[src/rtl/bbe_pkg.sv]
// Package for the edge-aware 3x3 box blur.
// Queue entry type, back-end state codes and shared constants; no dependencies.
`default_nettype none
package bbe_pkg;

  localparam int MAX_WIDTH_DEF = 1024;
  localparam int CFG_W_BITS    = 11;
  localparam int CFG_H_BITS    = 13;
  localparam int HEIGHT_LIMIT  = 4096;
  localparam int PIX_W         = 24;
  localparam int Q_DEPTH       = 4;

  localparam logic REG_WIDTH  = 1'b0;
  localparam logic REG_HEIGHT = 1'b1;
  localparam logic OP_PIXEL   = 1'b0;
  localparam logic OP_DRAIN   = 1'b1;

  localparam logic [2:0] ADDR_WIDTH  = 3'd0;
  localparam logic [2:0] ADDR_HEIGHT = 3'd4;

  typedef struct packed {
    logic [PIX_W-1:0] pixel;
    logic             emit;
    logic             top;
    logic             bot;
    logic             left;
    logic             right;
    logic             last;
  } entry_t;

  localparam int ENTRY_W = $bits(entry_t);

  typedef enum logic [2:0] {
    B_IDLE,
    B_LOAD,
    B_SUM,
    B_DIV,
    B_OUT
  } back_state_t;

endpackage
`default_nettype wire

[src/rtl/bbe_queue.sv]
// Short word queue between front and back end.
// Depends on bbe_pkg.
`default_nettype none
module bbe_queue #(
  parameter int DATA_W = 32
) (
  input  wire logic              clk,
  input  wire logic              rst,
  input  wire logic              push,
  input  wire logic [DATA_W-1:0] wdata,
  output logic                   full,
  input  wire logic              pop,
  output logic                   valid,
  output logic [DATA_W-1:0]      rdata
);

  localparam int AW = $clog2(bbe_pkg::Q_DEPTH);

  logic [DATA_W-1:0] slots [bbe_pkg::Q_DEPTH];
  logic [AW-1:0]     wr_ptr, rd_ptr;
  logic [AW:0]       count;

  assign full  = count == (AW+1)'(bbe_pkg::Q_DEPTH);
  assign valid = count != '0;
  assign rdata = slots[rd_ptr];

  always_ff @(posedge clk) begin
    if (push) slots[wr_ptr] <= wdata;
  end

  always_ff @(posedge clk) begin
    if (rst) begin
      wr_ptr <= '0;
      rd_ptr <= '0;
      count  <= '0;
    end else begin
      if (push) wr_ptr <= wr_ptr + AW'(1);
      if (pop)  rd_ptr <= rd_ptr + AW'(1);
      count <= count + (AW+1)'(push) - (AW+1)'(pop);
    end
  end

endmodule
`default_nettype wire

[config.mk]
export PLATFORM = sky130hd
export DESIGN_NAME = bbe_queue
export DESIGN_NICKNAME = d
export VERILOG_FILES = /design/src/rtl/bbe_pkg.sv /design/src/rtl/bbe_queue.sv
export SDC_FILE = /design/constraint.sdc
export NUM_CORES = 1
export LEC_CHECK = 0
export ABC_CLOCK_PERIOD_IN_PS = 2160
export BUFFER_PORTS_ARGS = -buffer_cell sky130_fd_sc_hd__buf_2
export CAP_MARGIN = 20
export CORE_MARGIN = 2
export CORE_UTILIZATION = 56
export DETAILED_ROUTE_END_ITERATION = 16
export PLACE_DENSITY = 0.75
export SETUP_SLACK_MARGIN = 0.1
export SLEW_MARGIN = 40
export SYNTH_ARGS = -nofsm -noshare
export SYNTH_HDL_FRONTEND = slang
export SYNTH_SLANG_ARGS = --single-unit
[constraint.sdc]
create_clock -name clk -period 2.16 [get_ports clk]
set_input_delay 0.432 -clock clk [delete_from_list [all_inputs] [get_ports clk]]
set_output_delay 0.432 -clock clk [all_outputs]
set_load 0.02 [all_outputs]
==> results_dict.tcl, run 1 <==
set metrics [dict create \
    n_fill_cell 488 \
    clk_path_buf_depth 2 \
    cp.arrival_ns 1.83 \
    syn_to_final_growth_pct 26.9 \
    crit_type "flip-flop to primary output" \
    first_global_vias 2521 \
    cts.clk_slew.worst_paths_ns 0.06 \
    initialDrtViolationCount 96 \
    critical_path.max_fanout 8 \
    status "finished, violations left" \
    coreArea_um2 8760 \
    clock_skew_ns 0.00648 \
    setup_ws_ns -0.102 \
    rows 34 \
    synth-seq-cells 137 \
    synth_cell_types 21 \
    die_w_um 99.4 \
    power_density_nw_per_um2 1040 \
    max-vdd-ir-drop_uv 789 \
    finalNonFillerCells 426 \
    min_path_type "primary input to flip-flop" \
    ant_nets 0 \
    place_congestion 0.683 \
    grt_overflow_total 0 \
    relSlewSlack 0.780 \
    synth.net_count 252 \
    wl_per_cell_um 20.3 \
    synthesis.area_um2 5100 \
    grt_max_degree 33 \
    synth_top_cell_by_area "edfxtp_1" \
    die_area_um2 9880 \
    maxSlewViolCount 0 \
    setup_violations 32 \
    p_leak_nw 2.28 \
    multi_input_comb_area_um2 963 \
    finalCritPeriodShare 1.05 \
    synth_top_area_share 0.754 \
    drc 0 \
    dp_cells 390 \
    finalNetCount 348 \
    track_usage 0.194 \
    synth_area_leaders "edfxtp_1 (75%), mux4_2 (13%), dfxtp_1 (3.5%)" \
    die_height_um 99.4 \
    yosysWarnings 0 \
    violations "negative setup slack" \
    finalHoldViolCount 0 \
    port_buffers 69 \
    maxCapViolCount 0 \
    synth_cells 209 \
    wirelength_um 8630 \
    tns_ns -2.02 \
    seq_area_um2 4030 \
    start_kind "flip-flop" \
    period_minus_slack_ns 2.26 \
    power_w 0.00674 \
    diodes 0 \
    viasPerCell 5.51 \
    drive_above_1_share 0.472 \
    critPathRequiredTime_ns 1.73 \
    avgSynthCellArea_um2 24.4 \
    cts_tree "built" \
    start_util 0.582 \
    post-dp-hpwl_um 5060 \
    grt_pass1_wl_um 13700 \
    rsz0062_at_grt "yes" \
    antenna_found_initial 0 \
    cts_buffers 17 \
    yosysSeqAreaShare 0.789 \
    clock_sinks 137 \
    io_pins 70 \
    fmaxAchievable_mhz 442 \
    h-tree-depth 4 \
    clk_latency_ns 0.51 \
    route.vias.total 2347 \
    cp-end-kind "primary output" \
    first_pass_iters 4 \
    fin_util 0.739 \
    cts-root-buf "clkbuf_8" \
    worst_pin_slew_ns 0.330 \
]
==> through the flow <==
stage,hold WS (ns),worst slack (ns),area [um^2]
finish,0.133,-0.102,6470
global route,0.106,-0.177,6470
CTS,0.113,-0.135,6460
detailed placement,0.529,0.205,5650
global placement,0.516,0.243,5650
floorplan,0.492,0.414,5100
==> layer usage <==
layer	vias up	global-route usage	part of all wire
li1	1063	-	-
met1	1185	0.253	0.41
met2	81	0.302	0.51
met3	18	0.0625	0.053
met4	0	0.0906	0.025
met5	-	0	0
==> cell usage after synthesis <==
library cell	count
mux2i_1	1
nor2_1	5
mux4_2	30
mux4_1	2
nor2b_1	2
buf_6	1
ha_1	6
inv_1	6
edfxtp_1	128
or3_1	1
buf_2	3
xnor2_1	2
fa_1	1
and2_1	4
and3_1	1
a21bo_2	1
a21oi_1	1
nand3b_1	1
xor3_1	1
buf_12	3
dfxtp_1	9
==> sequential cells by signal, indices dropped and copies added (netlist names), named ones only <==
name / flops
slots: 128
wr_ptr: 2
count: 3
rd_ptr: 2
==> logic make-up (layout without fill, tap and decap cells) <==
family | after synthesis | after routing | synth area share
multiplexers | 33 | 33 | 0.145
flip-flops | 137 | 137 | 0.789
adder cells (fa/ha/maj) | 7 | 7 | 0.0187
AND/OR/NAND/NOR | 14 | 14 | 0.0150
XOR/XNOR | 3 | 3 | 0.00810
AO/OA/AOI/OAI | 2 | 2 | 0.00294
buffers and inverters | 13 | 122 | 0.0213
==> path summary, 6_finish.rpt <==
path / start / end / slack (ns) / depth (start not counted)
worst min-delay path: wdata[4] / slots[3][4]$_DFFE_PP_ / 0.13 / 1
worst max-delay path: flip-flop / rdata[26] / -0.10 / 4
worst max register to register: count[0]$_SDFF_PP0_ / count[2]$_SDFF_PP0_ / 0.42 / 7
worst min register to register: rd_ptr[1]$_SDFFE_PP0P_ / flip-flop / 0.53 / 2
==> critical path, cell delays in order, from the launching register on <==
cell,delay [ns]
dfxtp_4,0.41
buf_12,0.12
buf_16,0.13
mux4_2,0.51
buf_6,0.15
==> report_power, final <==
part	internal (W)	switching, W	total [W]
sequential	0.00305	0.0000514	0.00310
clock	0.00181	0.000983	0.00280
combinational	0.000438	0.000408	0.000845
==> layout by cell type, fill, tap and decap left out, types with 2 or more instances in the layout <==
cell type and count:
edfxtp_1 128, buf_6 25, clkinv_2 3, mux4_2 32, xnor2_1 2, and2_2 4, buf_12 7, buf_2 44
clkinvlp_4 2, buf_16 2, clkbuf_8 3, inv_1 6, nor2_1 5, nor2b_1 2, ha_1 6, buf_4 6
clkbuf_16 16, bufinv_16 3, clkbuf_1 5, dfxtp_1 7
==> area by class of cell <==
| cell class | count | area share |
|---|---|---|
| Tap cell | 108 | 0.0209 |
| Clock inverter | 8 | 0.0186 |
| Clock buffer | 24 | 0.0711 |
| Sequential cell | 137 | 0.622 |
| Timing Repair Buffer | 84 | 0.115 |
| Inverter | 6 | 0.00348 |
| Multi-Input combinational cell | 59 | 0.149 |
==> repair_timing <==
| action | in CTS | in global routing |
|---|---|---|
| gates cloned | 2 | 0 |
| gates resized for setup | 50 | 5 |
| setup endpoints to repair | 32 | 32 |
| buffers inserted | 2 | 0 |
| hold buffers | 0 | 0 |
(Power assumes the default switching activity.)
==> run 2: changes to the inputs <==
Settings changed: CORE_ASPECT_RATIO set to 2, SLEW_MARGIN 40 to unset.
==> run 2 against run 1 <==
  * The flow now finishes without violations
  * Non-clock buffer count down 4
  * Combinational power about the same
  * Flip-flop and latch count unchanged
  * Via count down 2.0%
  * Power down 5.2%
  * Largest cell class unchanged
  * Largest power group unchanged
==> results_dict.tcl, run 2 (synthesized netlist as in run 1, its figures left out) <==
set metrics [dict create \
    largest_register_ffs 128 \
    finalNetCount 344 \
    drive_above_1_share 0.447 \
    rsz0062_at_grt "yes" \
    maxCapViolCount 0 \
    post-route-cell-area_um2 6370 \
    first_pass_iters 4 \
    cp_num_cells 3 \
    maxSlewViolCount 0 \
    post-dp-hpwl_um 4870 \
    place_congestion 0.711 \
    critPathSlowestCell "mux4_2" \
    cpPeakStageDelay_ns 0.52 \
    cts.clk_slew.worst_paths_ns 0.05 \
    h-tree-depth 4 \
    die_area_um2 9930 \
    min_path_type "primary input to flip-flop" \
    path_buf_inv 2 \
    coreArea_um2 8950 \
    start_kind "flip-flop" \
    first_global_vias 2460 \
    cts-root-buf "clkbuf_16" \
    crit_family "multiplexers" \
    clock_sinks 137 \
    wl_per_cell_um 20.7 \
    cts_buffers 17 \
    cp.arrival_ns 1.70 \
    status "completed" \
    fmaxAchievable_mhz 468 \
    start_util 0.570 \
    viasPerCell 5.57 \
    finalCritPeriodShare 0.989 \
    hold_path_depth 1 \
    clock_skew_ns 0.00846 \
    ant_nets 0 \
    largestRegisters "slots (128), count (3)" \
    finalHoldViolCount 0 \
    die_w_um 71.5 \
    p_sw_w 0.00137 \
    clk_path_buf_depth 2 \
    timing.hold.ws_ns 0.238 \
    finalNonFillerCells 413 \
    die_height_um 139 \
    crit_type "flip-flop to primary output" \
    crit_chain "clkbuf_16, mux4_2, buf_6" \
    port_buffers 69 \
    cp-end-kind "primary output" \
    intPower_w 0.00503 \
    io_pins 70 \
    r2r_cells 7 \
    critPathRequiredTime_ns 1.73 \
    max-vdd-ir-drop_uv 767 \
    cts_tree "built" \
    p_sw_frac 0.214 \
    combPwrFrac 0.132 \
    critical_path.max_fanout 8 \
    worst_pin_slew_ns 0.411 \
    regMostFlops "slots" \
    clk_latency_ns 0.41 \
    holdBufCountCts 0 \
    diodes 0 \
    mostFrequentLayoutCells "edfxtp_1 (128), buf_2 (38), mux4_2 (32)" \
    dp_cells 381 \
    fin_util 0.712 \
    power_density_nw_per_um2 1000 \
    rows 49 \
    drc 0 \
    grt_max_degree 33 \
    seq_power_share 0.486 \
    grt_pass1_wl_um 12700 \
    route.vias.total 2301 \
    relSlewSlack 0.726 \
    p_leak_nw 2.23 \
    wirelength_um 8530 \
    initialDrtViolationCount 115 \
    placed_area_um2 5600 \
    setup_violations 0 \
    track_usage 0.182 \
    layout_commonest_cell "edfxtp_1" \
    grt_overflow_total 0 \
    period_minus_slack_ns 2.14 \
    antenna_found_initial 0 \
    power_w 0.00639 \
    syn_to_final_growth_pct 25.0 \
    pwr-share-clk 0.382 \
]
-- run 2: changes by cell type in the layout (fill, tap and decap cells not counted), sizes merged --
cell	before	now
buf	84	79
clkinv	3	6
bufinv	3	1
clkinvlp	2	0
clkbuf	24	23
-- run 2: worst reg2reg max path: cells and delay by family, from the launching register on --
kind / cells / cell delay [ns]
fa+ha+maj: 3 / 0.81
xor+xnor: 1 / 0.38
flops: 1 / 0.32
buf+inv: 2 / 0.09
simple gates: 1 / 0.04
-- run 2: area by class of cell --
type / count / area [um^2]
clock buffers: 22 / 444
clock inverters: 7 / 55.1
fillers: 545 / 2580
inverters: 6 / 22.5
multi-input cells: 59 / 963
flip-flops and latches: 137 / 4030
well taps: 102 / 128
repair buffers: 80 / 729
-- run 2: power by group through the flow --
stage / sequential (W) / clock [W] / combinational (W)
3_3_place_gp: 0.00314 / 0 / 0.000692
4_1_cts: 0.00310 / 0.00249 / 0.000792
2_1_floorplan: 0.00314 / 0 / 0.000484
5_1_grt: 0.00311 / 0.00262 / 0.000897
3_5_place_dp: 0.00315 / 0 / 0.000701
6_report: 0.00311 / 0.00244 / 0.000846
-- run 2: what timing repair did --
| item | 4_1_cts | 5_1_grt |
|---|---|---|
| endpoints found under the hold margin | 0 | 0 |
| setup buffers | 0 | 0 |
| resized for setup | 36 | 31 |
| cloned | 2 | 1 |
| setup endpoints to repair | 32 | 32 |
| pin swaps | 0 | 0 |
-- run 2: worst paths after layout --
| kind | start | end | slack [ns] |
|---|---|---|---|
| worst max-delay path | flip-flop | rdata[0] | 0.02 |
| worst min-delay path | wdata[30] | slots[0][30]$_DFFE_PP_ | 0.24 |
| worst max register to register | count[0]$_SDFF_PP0_ | count[2]$_SDFF_PP0_ | 0.41 |
| worst min register to register | rd_ptr[0]$_SDFFE_PP0P_ | flip-flop | 0.53 |
-- run 2: metal layers --
metal	wire, um	share of wire	up-vias	track usage
met1	3140	0.37	1186	0.199
li1	-	-	1048	-
met3	366	0.043	8	0.0690
met2	4910	0.58	59	0.313
met5	0	0	-	0
met4	106	0.012	0	0.0715
-- run 2: stage by stage --
stage | setup WS (ns) | setup TNS (ns)
6_report | 0.0234 | 0
3_5_place_dp | 0.198 | 0
2_1_floorplan | 0.414 | 0
4_1_cts | -0.0116 | -0.0527
5_1_grt | -0.0321 | -0.265
3_3_place_gp | 0.247 | 0
