--- src/rtl/bbe_pkg.sv ---
// Package for the edge-aware 3x3 box blur.
// Queue entry type, back-end state codes and shared constants; no dependencies.
`default_nettype none
package bbe_pkg;

  localparam int MAX_WIDTH_DEF = 1024;
  localparam int CFG_W_BITS    = 11;
  localparam int CFG_H_BITS    = 13;
  localparam int HEIGHT_LIMIT  = 4096;
  localparam int PIX_W         = 24;
  localparam int Q_DEPTH       = 4;

  localparam logic REG_WIDTH  = 1'b0;
  localparam logic REG_HEIGHT = 1'b1;
  localparam logic OP_PIXEL   = 1'b0;
  localparam logic OP_DRAIN   = 1'b1;

  localparam logic [2:0] ADDR_WIDTH  = 3'd0;
  localparam logic [2:0] ADDR_HEIGHT = 3'd4;

  typedef struct packed {
    logic [PIX_W-1:0] pixel;
    logic             emit;
    logic             top;
    logic             bot;
    logic             left;
    logic             right;
    logic             last;
  } entry_t;

  localparam int ENTRY_W = $bits(entry_t);

  typedef enum logic [2:0] {
    B_IDLE,
    B_LOAD,
    B_SUM,
    B_DIV,
    B_OUT
  } back_state_t;

endpackage
`default_nettype wire

--- src/rtl/bbe_front.sv ---
// Front end: accepts words, tracks input and output positions, classifies.
// Depends on bbe_pkg.
`default_nettype none
module bbe_front #(
  parameter int MAX_WIDTH = bbe_pkg::MAX_WIDTH_DEF,
  parameter int CW = 10,
  parameter int WW = 11
) (
  input  wire logic                 clk,
  input  wire logic                 rst,
  input  wire logic                 restart,
  input  wire logic [WW-1:0]        width_eff,
  input  wire logic [bbe_pkg::CFG_H_BITS-1:0] height_eff,
  input  wire logic                 s_tvalid,
  output logic                      s_tready,
  input  wire logic [23:0]          s_tdata,   // blue, green, red
  input  wire logic                 s_tuser,   // op
  input  wire logic                 q_full,
  output logic                      q_push,
  output logic [CW-1:0]             q_col,
  output bbe_pkg::entry_t           q_ent
);

  localparam int HW = bbe_pkg::CFG_H_BITS;

  logic [CW-1:0] in_column, out_column;
  logic [HW-1:0] in_row, out_row;
  logic [WW-1:0] icol_inc, ocol_inc;
  logic [HW:0]   orow_inc;
  logic          pixel_phase, emit, last;

  assign pixel_phase = in_row < height_eff;
  assign s_tready    = !q_full;
  assign q_push      = s_tvalid && s_tready && !(pixel_phase && s_tuser != bbe_pkg::OP_PIXEL);

  assign icol_inc = WW'(in_column) + WW'(1);
  assign ocol_inc = WW'(out_column) + WW'(1);
  assign orow_inc = {1'b0, out_row} + (HW+1)'(1);
  assign emit = (in_row >= HW'(2)) || (in_row == HW'(1) && in_column != '0);
  assign last = (orow_inc >= {1'b0, height_eff}) && (ocol_inc >= width_eff);

  always_comb begin
    q_col       = in_column;
    q_ent.pixel = pixel_phase ? {s_tdata[7:0], s_tdata[15:8], s_tdata[23:16]} : '0;
    q_ent.emit  = emit;
    q_ent.top   = out_row == '0;
    q_ent.bot   = orow_inc >= {1'b0, height_eff};
    q_ent.left  = out_column == '0;
    q_ent.right = ocol_inc >= width_eff;
    q_ent.last  = last;
  end

  always_ff @(posedge clk) begin
    if (rst || restart) begin
      in_column  <= '0;
      in_row     <= '0;
      out_column <= '0;
      out_row    <= '0;
    end else if (q_push) begin
      if (emit && last) begin
        in_column  <= '0;
        in_row     <= '0;
        out_column <= '0;
        out_row    <= '0;
      end else begin
        if (icol_inc >= width_eff) begin
          in_column <= '0;
          in_row    <= in_row + HW'(1);
        end else begin
          in_column <= CW'(icol_inc);
        end
        if (emit) begin
          if (ocol_inc >= width_eff) begin
            out_column <= '0;
            out_row    <= out_row + HW'(1);
          end else begin
            out_column <= CW'(ocol_inc);
          end
        end
      end
    end
  end

endmodule
`default_nettype wire

--- config.mk ---
export PLATFORM = sky130hd
export DESIGN_NAME = bbe_front
export DESIGN_NICKNAME = d
export VERILOG_FILES = /design/src/rtl/bbe_pkg.sv /design/src/rtl/bbe_front.sv
export SDC_FILE = /design/constraint.sdc
export NUM_CORES = 1
export LEC_CHECK = 0
export CAP_MARGIN = 5
export CORE_MARGIN = 5
export CORE_UTILIZATION = 39
export CTS_BUF_LIST = sky130_fd_sc_hd__clkbuf_8
export CTS_CLUSTER_SIZE = 25
export DETAILED_ROUTE_END_ITERATION = 10
export DONT_BUFFER_PORTS = 1
export HOLD_SLACK_MARGIN = 0.02
export SETUP_SLACK_MARGIN = 0.02
export SLEW_MARGIN = 5
export SYNTH_ARGS = -nofsm -noshare
export SYNTH_HDL_FRONTEND = slang
export SYNTH_SLANG_ARGS = --single-unit
--- constraint.sdc ---
create_clock -name clk -period 3.2 [get_ports clk]
set_clock_uncertainty 0.15 [all_clocks]
set_input_delay 0.48 -clock clk [delete_from_list [all_inputs] [get_ports clk]]
set_output_delay 0.48 -clock clk [all_outputs]
set_load 0.05 [all_outputs]
==> summary.md, run 1 <==
| Metric | Value |
|---|---|
| Proportion of layout cells with a drive suffix above 1 | `33.2%` |
| DRT Pass-1 Iters | `7` |
| Via Count | `4139` |
| CP Depth | `12` |
| Final-report hold violation count | `0` |
| Synth warnings | `0` |
| WP buf/inv | `3` |
| Syn nets | `619` |
| Synth cell count leaders | `ha_1, dfxtp_1, nand2_1, a21oi_1, inv_1` |
| Number of DRC markers in iteration 0 | `261` |
| Post-Synth Adder-Cell Area | `17.1%` |
| Die area | `12600 um2` |
| Synth cell types | `59` |
| Worst setup margin | `-105 ps` |
| Largest cells by area after synthesis | `dfxtp_1, ha_1, a21oi_1, xnor2_1, and2_1` |
| DRT antenna net count | `0` |
| Slowest cell on the critical path | `dfxtp_2` |
| Crit Path Max Fanout | `4` |
| Worst EP arrival | `2680 ps` |
| Die span in y | `112 um` |
| Clock sinks | `46` |
| IO Pins | `96` |
| Pre-CTS setup slack | `-125 ps` |
| NumNets Final | `702` |
| Cell taking the most area after synthesis | `dfxtp_1` |
| Hold Path Class | `in -> reg` |
| Inserted Clock Buffers | `5` |
| Drt total wl | `13100 um` |
| Post-synth EDFFs | `0` |
| Post-synthesis xor/xnor area fraction | `7.71%` |
| Worst path required time | `2570 ps` |
| RSZ-0062 raised after global routing | `true` |
| Hold Crit Depth | `3` |
| Worst path max stage delay | `380 ps` |
| Syn Inst Count | `509` |
| Share of the synthesized area in the top cell type | `22.5%` |
| Async set-reset flop share out of synthesis | `0%` |
| Portion of netlist area occupied by mux cells | `1.71%` |
| Core area | `10300 um2` |
| Startpoint types | `register` |
| PortBufs | `0` |
| CP Capture Type | `primary output` |
| Top FF cell, synth | `dfxtp_1` |
| PwrDens | `205 nW/um2` |
| Rows | `37` |
| Synth Area in Compound Gates | `19.2%` |
| Run status | `finished with violations` |
| WS Path Type | `reg -> out` |
| Initial antenna violation count | `0` |
| FF-to-FF path depth | `15` |
| Die Width | `112 um` |
| P&R area growth vs syn | `42.4%` |
| Lkg Pwr | `0.00238 uW` |
| Critical path's top delay family | `simple AND/OR/NAND/NOR gates` |
| CTS tree | `built` |
| Gpl congestion | `0.882` |
| GRT Residual Overflow | `0` |
| Clock latency on the worst-skew pair | `300 ps` |
| Max-Cap Viols | `0` |
| Most numerous cell in the Yosys netlist | `ha_1` |
| DRC viols | `0` |
| Post-Route Utilization | `56.7%` |
| Initial Util | `39.8%` |
| Finished Cell Area | `5830 um2` |
| Pin count of the biggest net entering global routing | `32` |
| Max VDD drop | `0.153 mV` |
| Slew Viols, Final | `0` |
| Wire per inst | `17.9 um` |
| Mapped Avg Cell Area | `8.04 um2` |
| Combinational family with the most area after synthesis | `simple AND/OR/NAND/NOR gates` |
| DR vias/cell | `5.68` |
| Seq cells post-synth | `46` |
| Tcrit/Tclk final | `103%` |
| Setup violations, final | `3` |
| Dpl hpwl | `9580 um` |
| Failing checks | `setup timing` |
| Clock Tree Root | `clkbuf_8` |
| GRT Util Overall | `19.8%` |
| Synth Area in Simple Gates | `25.2%` |
| Clk buf depth | `2` |
| First-pass GRT wire length | `20900 um` |
| Final min period | `3310 ps` |
| Post-synthesis cell area | `4090 um2` |
| H-tree depth reported by CTS | `2` |
| Number of global-route vias before repair | `4262` |
| FMAX | `303 MHz` |
| Clk slew on worst S/H paths | `100 ps` |
| Total Power | `1190 uW` |
| ANT cells | `0` |
| Crit path cell chain | `inv_1 > nor3_2 > nand2_1 > nor2_2 > xor2_2 > ha_4 > a211oi_2 > o21ai_1 > o211ai_1 > buf_4 > a32oi_4 > buf_8` |
| Max_slew headroom | `59.8%` |
| Placement Cell Area | `5070 um2` |
| Worst-margin pin slew | `602 ps` |
| Post-synthesis sequential area ratio | `22.5%` |
-- power breakdown --
part / internal, uW / leakage, uW / switching, uW
logic: 101 / 0.00195 / 145
registers: 565 / 0.000382 / 0.551
clock network: 174 / 0.0000472 / 210
total: 840 / 0.00238 / 355
-- what timing repair did --
item / 4_1_cts / 5_1_grt
resized for setup: 51 / 53
buffers inserted: 7 / 13
endpoints found under the setup margin: 39 / 64
pin swaps: 19 / 26
gates cloned: 2 / 0
hold buffers: 0 / 0
-- layer usage --
metal / up-vias / global-route usage (%) / part of all wire [%]
li1: 1985 / - / -
met1: 1954 / 24.7 / 42
met2: 174 / 34.2 / 48
met3: 26 / 4.91 / 7.8
met4: 0 / 5.05 / 1.8
met5: - / 0 / 0
-- flip-flops by register name, indices dropped and copies added, names as in the netlist --
| name | flops |
|---|---|
| in_row | 13 |
| out_row | 13 |
| out_column | 10 |
| q_col | 10 |
-- final timing paths --
kind | startpoint | slack [ps] | endpoint
setup / recovery | out_row[3] | -110 | q_ent[0]
hold / removal | s_tuser | 290 | q_col[7]
setup reg to reg | out_row[3] | -50 | in_row[4]
hold reg to reg | out_row[12] | 340 | out_row[12]
-- cells by family (layout without fill, tap and decap cells) --
group,count (synthesis),in the layout
and+or+nand+nor,193,193
AOI/OAI and AO/OA,108,109
buffers and inverters,63,146
adders and majority gates,56,56
DFF,46,46
xor gates and xnor gates,36,36
muxes,7,7
-- tightest hold or removal path, delay by kind of cell --
kind,cells,cell delay (ps)
AO/OA/AOI/OAI,1,60
AND/OR/NAND/NOR,1,40
XOR/XNOR,1,120
-- cells in the final DEF, fill, tap and decap left out, drive strengths merged, types with 6 or more instances in the layout --
cell / instances
a211oi: 8
a21oi: 37
and2: 26
and3: 8
buf: 98
clkbuf: 6
dfxtp: 46
ha: 56
inv: 38
mux2i: 7
nand2: 41
nand2b: 11
nand3: 26
nand4: 18
nor2: 27
nor4: 9
o2111ai: 9
o211ai: 8
o21ai: 15
o31ai: 7
or2: 6
or3: 6
xnor2: 21
xor2: 15
-- layout make-up --
type,count,area [um2]
inverters,39,151
fillers,896,4450
clock inverters,2,12.5
repair buffers,99,1110
multi-input cells,401,3330
clock buffers,6,82.6
flip-flops and latches,46,965
well taps,136,170
-- stage by stage --
stage               hold slack [ps]  TNS [ps]  instances
floorplan                       295     -27.9        509
global placement                309         0        699
detailed placement              324     -1940        699
CTS                             278      -348        716
global route                    279     -4430        729
finish                          287      -227        729
Power figures use the tool's default switching activity.
==> inputs of run 2 (changes only) <==
Settings changed: REMOVE_ABC_BUFFERS set to 1.
==> run 2 against run 1 <==
  * The run still ends with setup timing left
  * Worst setup slack got worse by 26 ps
  * Critical path depth unchanged
  * Register-to-register slack about the same
  * Cell area decreased by 1.5%
  * Core utilization decreased by 0.88 points
  * Fmax decreased by 0.79%
  * Global-route usage decreased by 0.93 points
  * Flip-flop and latch count unchanged
  * Non-clock buffer count increased by 7
  * Critical endpoint unchanged
  * Largest power group unchanged
  * Highest routed layer unchanged
==> summary.md, run 2 (synthesis results as in run 1) <==
| Metric | Value |
|---|---|
| Wire per inst | `17.0 um` |
| Clk buf depth | `2` |
| R2r setup slk | `-50 ps` |
| Clock sinks | `46` |
| Worst setup margin | `-132 ps` |
| Startpoint types | `register` |
| CP Capture Type | `primary output` |
| FMAX | `300 MHz` |
| Pin count of the biggest net entering global routing | `30` |
| Worst EP arrival | `2700 ps` |
| Initial antenna violation count | `0` |
| First-pass GRT wire length | `20000 um` |
| FF-to-FF path depth | `16` |
| Inserted Clock Buffers | `5` |
| Worst Setup SP | `out_row[1]` |
| Max_slew headroom | `34.3%` |
| # hold bufs at CTS | `0` |
| Core area | `10300 um2` |
| Final min period | `3330 ps` |
| P&R area growth vs syn | `40.2%` |
| PwrDens | `208 nW/um2` |
| Initial Util | `39.8%` |
| Die Width | `112 um` |
| Final-report hold violation count | `0` |
| Die span in y | `112 um` |
| GRT Residual Overflow | `0` |
| Setup violations, final | `7` |
| Reg2reg start | `out_row[1]` |
| Biggest registers after layout | `in_row: 13 flops, out_row: 13 flops` |
| Via Count | `4157` |
| ANT cells | `0` |
| RR Endpoint | `in_row[1]` |
| Drt total wl | `12500 um` |
| Clk slew on worst S/H paths | `90 ps` |
| IO Pins | `96` |
| Finished Cell Area | `5740 um2` |
| Run status | `finished with violations` |
| Commonest non-fill, non-tap cell in the layout | `buf_4` |
| Dpl hpwl | `9340 um` |
| RSZ-0062 raised after global routing | `true` |
| Number of DRC markers in iteration 0 | `114` |
| GRT Util Overall | `18.9%` |
| Rows | `37` |
| Crit Path Max Fanout | `4` |
| Die area | `12600 um2` |
| Max-Cap Viols | `0` |
| PortBufs | `0` |
| Lkg Pwr | `0.00236 uW` |
| Failing checks | `setup timing` |
| Reg area | `953 um2` |
| Worst-margin pin slew | `985 ps` |
| Placement Cell Area | `5040 um2` |
| DR vias/cell | `5.65` |
| Tcrit/Tclk final | `104%` |
| Hold Path Class | `in -> reg` |
| WS Path Type | `reg -> out` |
| CTS tree | `built` |
| Worst path required time | `2570 ps` |
| Proportion of layout cells with a drive suffix above 1 | `31.3%` |
| Setup TNS | `-311 ps` |
| NumNets Final | `709` |
| Most frequent cells in the layout | `buf_4, ha_1, nand2_1` |
| DRC viols | `0` |
| Critical Path Sink | `q_ent[0]` |
| Clock latency on the worst-skew pair | `310 ps` |
| DRT antenna net count | `0` |
| Max VDD drop | `0.171 mV` |
| Slew Viols, Final | `0` |
| H-tree depth reported by CTS | `2` |
| Area of the multi-input gates | `3240 um2` |
| Fill count | `895` |
| Number of global-route vias before repair | `4333` |
| Clock Tree Root | `clkbuf_8` |
| Gpl congestion | `0.845` |
| DRT Pass-1 Iters | `4` |
==> run 2: worst min path at each step <==
stage,start,to,slack [ps],depth (start not counted)
floorplan,out_row[12],out_row[12],290,2
global placement,out_row[12],out_row[12],310,2
detailed placement,out_row[12],out_row[12],320,2
CTS,s_tuser,q_col[7],280,3
global route,s_tuser,q_col[7],300,3
finish,s_tuser,q_col[9],280,3
==> run 2: layout make-up <==
class                   instances  share of cell area [%]
multi-input cells             401                    56.4
flip-flops and latches         46                    16.6
well taps                     136                    2.97
clock inverters                 2                   0.153
inverters                      39                    2.60
clock buffers                   6                    1.44
repair buffers                106                    19.8
==> run 2: critical path, cell delays in order (launching register included) <==
cell and delay, ps:
dfxtp_4 390, nand3_2 100, nor3_2 220, nand2_1 110, nor2_2 110, xor2_1 240, ha_1 300, a211oi_2 220
o21ai_1 100, o211ai_1 120, buf_4 160, a32oi_4 120, buf_8 190
==> run 2: repair_timing <==
item	4_1_cts	5_1_grt
pin swaps	22	18
endpoints found under the setup margin	41	63
setup buffers	18	8
cloned	0	2
resized for setup	49	45
==> run 2: through the flow <==
step,setup slack (ps),utilization (%),hold WS [ps],total power (uW),instances
final,-132,55.8,281,1190,736
after global routing,-305,55.8,301,1240,736
after CTS,-49.0,52.9,285,1190,726
after detailed placement,-179,49.1,321,821,700
after global placement,-24.3,49.1,314,818,700
after floorplan,-338,-,295,718,485
==> run 2: report_power, final <==
group,internal (uW),switching [uW],leakage (uW)
clock,172,212,0.0000524
sequential,566,0.156,0.000379
combinational,101,143,0.00193
==> run 2: routing by layer <==
layer | GRT usage [%] | vias up | share of wire [%]
met3 | 5.39 | 31 | 7.4
met2 | 32.6 | 145 | 49
met5 | 0 | - | 0
met4 | 6.57 | 0 | 2.4
li1 | - | 2010 | -
met1 | 22.3 | 1971 | 42
==> inputs of run 3 (changes only) <==
Settings changed: ABC_AREA set to 1.
==> run 3 against run 2 <==
  * Die area is 4.7% higher
  * The flow now finishes without violations
  * Clock power decreased by 6.2%
  * Critical path type unchanged
  * Fmax grew 4.2%
  * Highest routed layer unchanged
  * Largest power group unchanged
  * Sequential share of layout area grew 1.1 points
  * Largest cell class unchanged
  * Area after synthesis grew 5.2%
  * Power decreased by 2.5%
  * Register-to-register slack better by 260 ps
  * Flip-flop and latch count unchanged
==> summary.md, run 3 <==
| Metric | Value |
|---|---|
| CP Capture Type | `primary output` |
| Worst path max stage delay | `380 ps` |
| Die span in y | `115 um` |
| Finished Cell Area | `5350 um2` |
| Die area | `13200 um2` |
| Max-Cap Viols | `0` |
| Synth cell count leaders | `inv_1, nand2_1, nor2_1, ha_1, a21oi_1` |
| Syn Inst Count | `689` |
| WS Path Type | `reg -> out` |
| Lkg Pwr | `0.00289 uW` |
| Startpoint types | `register` |
| Largest cells by area after synthesis | `dfxtp_1, ha_1, inv_1, nand2_1, nor2_1` |
| Initial antenna violation count | `0` |
| Post-synth EDFFs | `0` |
| PortBufs | `0` |
| Commonest non-fill, non-tap cell in the layout | `inv_1` |
| Worst Setup SP | `out_row[0]` |
| Final min period | `3200 ps` |
| R2r setup slk | `210 ps` |
| FF-to-FF path depth | `16` |
| Clock latency on the worst-skew pair | `310 ps` |
| Via Count | `4530` |
| Max VDD drop | `0.152 mV` |
| Die Width | `115 um` |
| Reg2reg start | `out_column[7]` |
| Async set-reset flop share out of synthesis | `0%` |
| Setup violations, final | `0` |
| Mapped Avg Cell Area | `6.25 um2` |
| GRT Util Overall | `17.8%` |
| Seq cells post-synth | `46` |
| Gpl congestion | `0.918` |
| Rows | `38` |
| Placement Cell Area | `4790 um2` |
| RR Endpoint | `out_row[7]` |
| Worst EP arrival | `2570 ps` |
| Number of DRC markers in iteration 0 | `254` |
| NumNets Final | `864` |
| First-pass GRT wire length | `19400 um` |
| IO Pins | `96` |
| Dpl hpwl | `9460 um` |
| Tcrit/Tclk final | `99.9%` |
| Inserted Clock Buffers | `5` |
| Drt total wl | `12400 um` |
| Post-Route Utilization | `49.4%` |
| Worst path required time | `2570 ps` |
| Synth cell types | `34` |
| PwrDens | `218 nW/um2` |
| FMAX | `313 MHz` |
| Post-synthesis cell area | `4300 um2` |
| Slew Viols, Final | `0` |
| Share of the synthesized area in the top cell type | `21.4%` |
| Clk slew on worst S/H paths | `90 ps` |
| Biggest registers after layout | `in_row: 13 flops, out_row: 13 flops` |
| CTS tree | `built` |
| Wire per inst | `13.8 um` |
| Proportion of layout cells with a drive suffix above 1 | `19.7%` |
| Critical Path Sink | `q_ent[0]` |
| DR vias/cell | `5.06` |
| Post-synthesis sequential area ratio | `21.4%` |
| Worst-margin pin slew | `863 ps` |
| Number of global-route vias before repair | `4303` |
| Max_slew headroom | `42.4%` |
| H-tree depth reported by CTS | `2` |
| Crit path cell chain | `ha_4 > nand3_4 > nor2_4 > inv_2 > nor2_4 > nand2_2 > xor2_2 > inv_2 > ha_4 > nand2_4 > nor3_2 > nand2_2 > a31oi_4 > buf_6` |
| Run status | `finished, final reports clean` |
| Most numerous cell in the Yosys netlist | `inv_1` |
| Clk buf depth | `2` |
| DRC viols | `0` |
| Clock sinks | `46` |
| DRT antenna net count | `0` |
| Hold path start | `rst` |
| Final-report hold violation count | `0` |
| ANT cells | `0` |
| P&R area growth vs syn | `24.4%` |
| RSZ-0062 raised after global routing | `true` |
| DRT Pass-1 Iters | `5` |
| Slowest cell on the critical path | `dfxtp_4` |
| Hold Path Class | `in -> reg` |
| Initial Util | `39.7%` |
| Cell taking the most area after synthesis | `dfxtp_1` |
| GRT Residual Overflow | `0` |
| # hold bufs at CTS | `0` |
| Core area | `10800 um2` |
| Top FF cell, synth | `dfxtp_1` |
| Synth warnings | `0` |
| Crit Path Max Fanout | `2` |
| Most frequent cells in the layout | `inv_1, nand2_1, nor2_1` |
| Pin count of the biggest net entering global routing | `25` |
| Clock Tree Root | `clkbuf_8` |
==> run 3: layer usage <==
layer | global-route usage [%] | wire length, um | up-vias
met5 | 0 | 0 | -
met2 | 32.9 | 6170 | 147
met1 | 21.5 | 5300 | 2067
met4 | 4.85 | 187 | 0
met3 | 2.42 | 693 | 13
li1 | - | - | 2303
==> run 3: worst min path at each step <==
stage	to	depth (start not counted)	slack [ps]
after floorplan	out_column[7]	2	310
final	out_row[11]	3	350
after CTS	out_row[11]	3	320
after detailed placement	out_column[7]	2	340
after global placement	out_column[7]	2	340
after global routing	out_row[11]	3	360
==> run 3: cell type report <==
type / count / area (um2)
repair buffers: 79 / 624
clock inverters: 3 / 17.5
clock buffers: 5 / 68.8
fillers: 1060 / 5490
inverters: 129 / 487
well taps: 140 / 175
flip-flops and latches: 46 / 947
multi-input cells: 493 / 3030
==> run 3: logic make-up (layout without fill, tap and decap cells) <==
logic type | after synthesis | count (layout) | share of synthesized area [%]
AND/OR/NAND/NOR | 321 | 321 | 32.5
buffers and inverters | 150 | 216 | 13.8
flip-flops | 46 | 46 | 21.4
adder cells (fa/ha/maj) | 56 | 56 | 16.3
XOR/XNOR | 27 | 27 | 5.49
AO/OA/AOI/OAI | 89 | 89 | 10.5
==> run 3: repair_timing <==
action	in CTS	in global routing
setup buffers	15	12
resized for setup	28	47
endpoints found under the setup margin	2	39
gates cloned	0	0
pin swaps	13	23
==> run 3: critical path, delay by kind of cell, from the launching register on <==
kind,cells,cell delay (ps)
compound gates,1,210
flops,1,380
buf+inv,3,330
xor+xnor,1,140
simple gates,7,790
fa+ha+maj,2,420
==> run 3: power by group <==
| part | switching [uW] | internal (uW) |
|---|---|---|
| registers | 2.80 | 571 |
| logic | 163 | 68.8 |
| clock network | 209 | 151 |
==> run 3: metrics by stage <==
| step | cells | hold WS (ps) | setup TNS (ps) | power [uW] | worst slack, ps |
|---|---|---|---|---|---|
| floorplan | 668 | 308 | -5750 | 751 | -692 |
| global placement | 860 | 341 | 0 | 812 | 111 |
| detailed placement | 860 | 338 | 0 | 817 | 87.9 |
| CTS | 883 | 324 | -35.2 | 1190 | -35.2 |
| global route | 895 | 356 | -222 | 1230 | -152 |
| finish | 895 | 346 | 0 | 1160 | 2.54 |
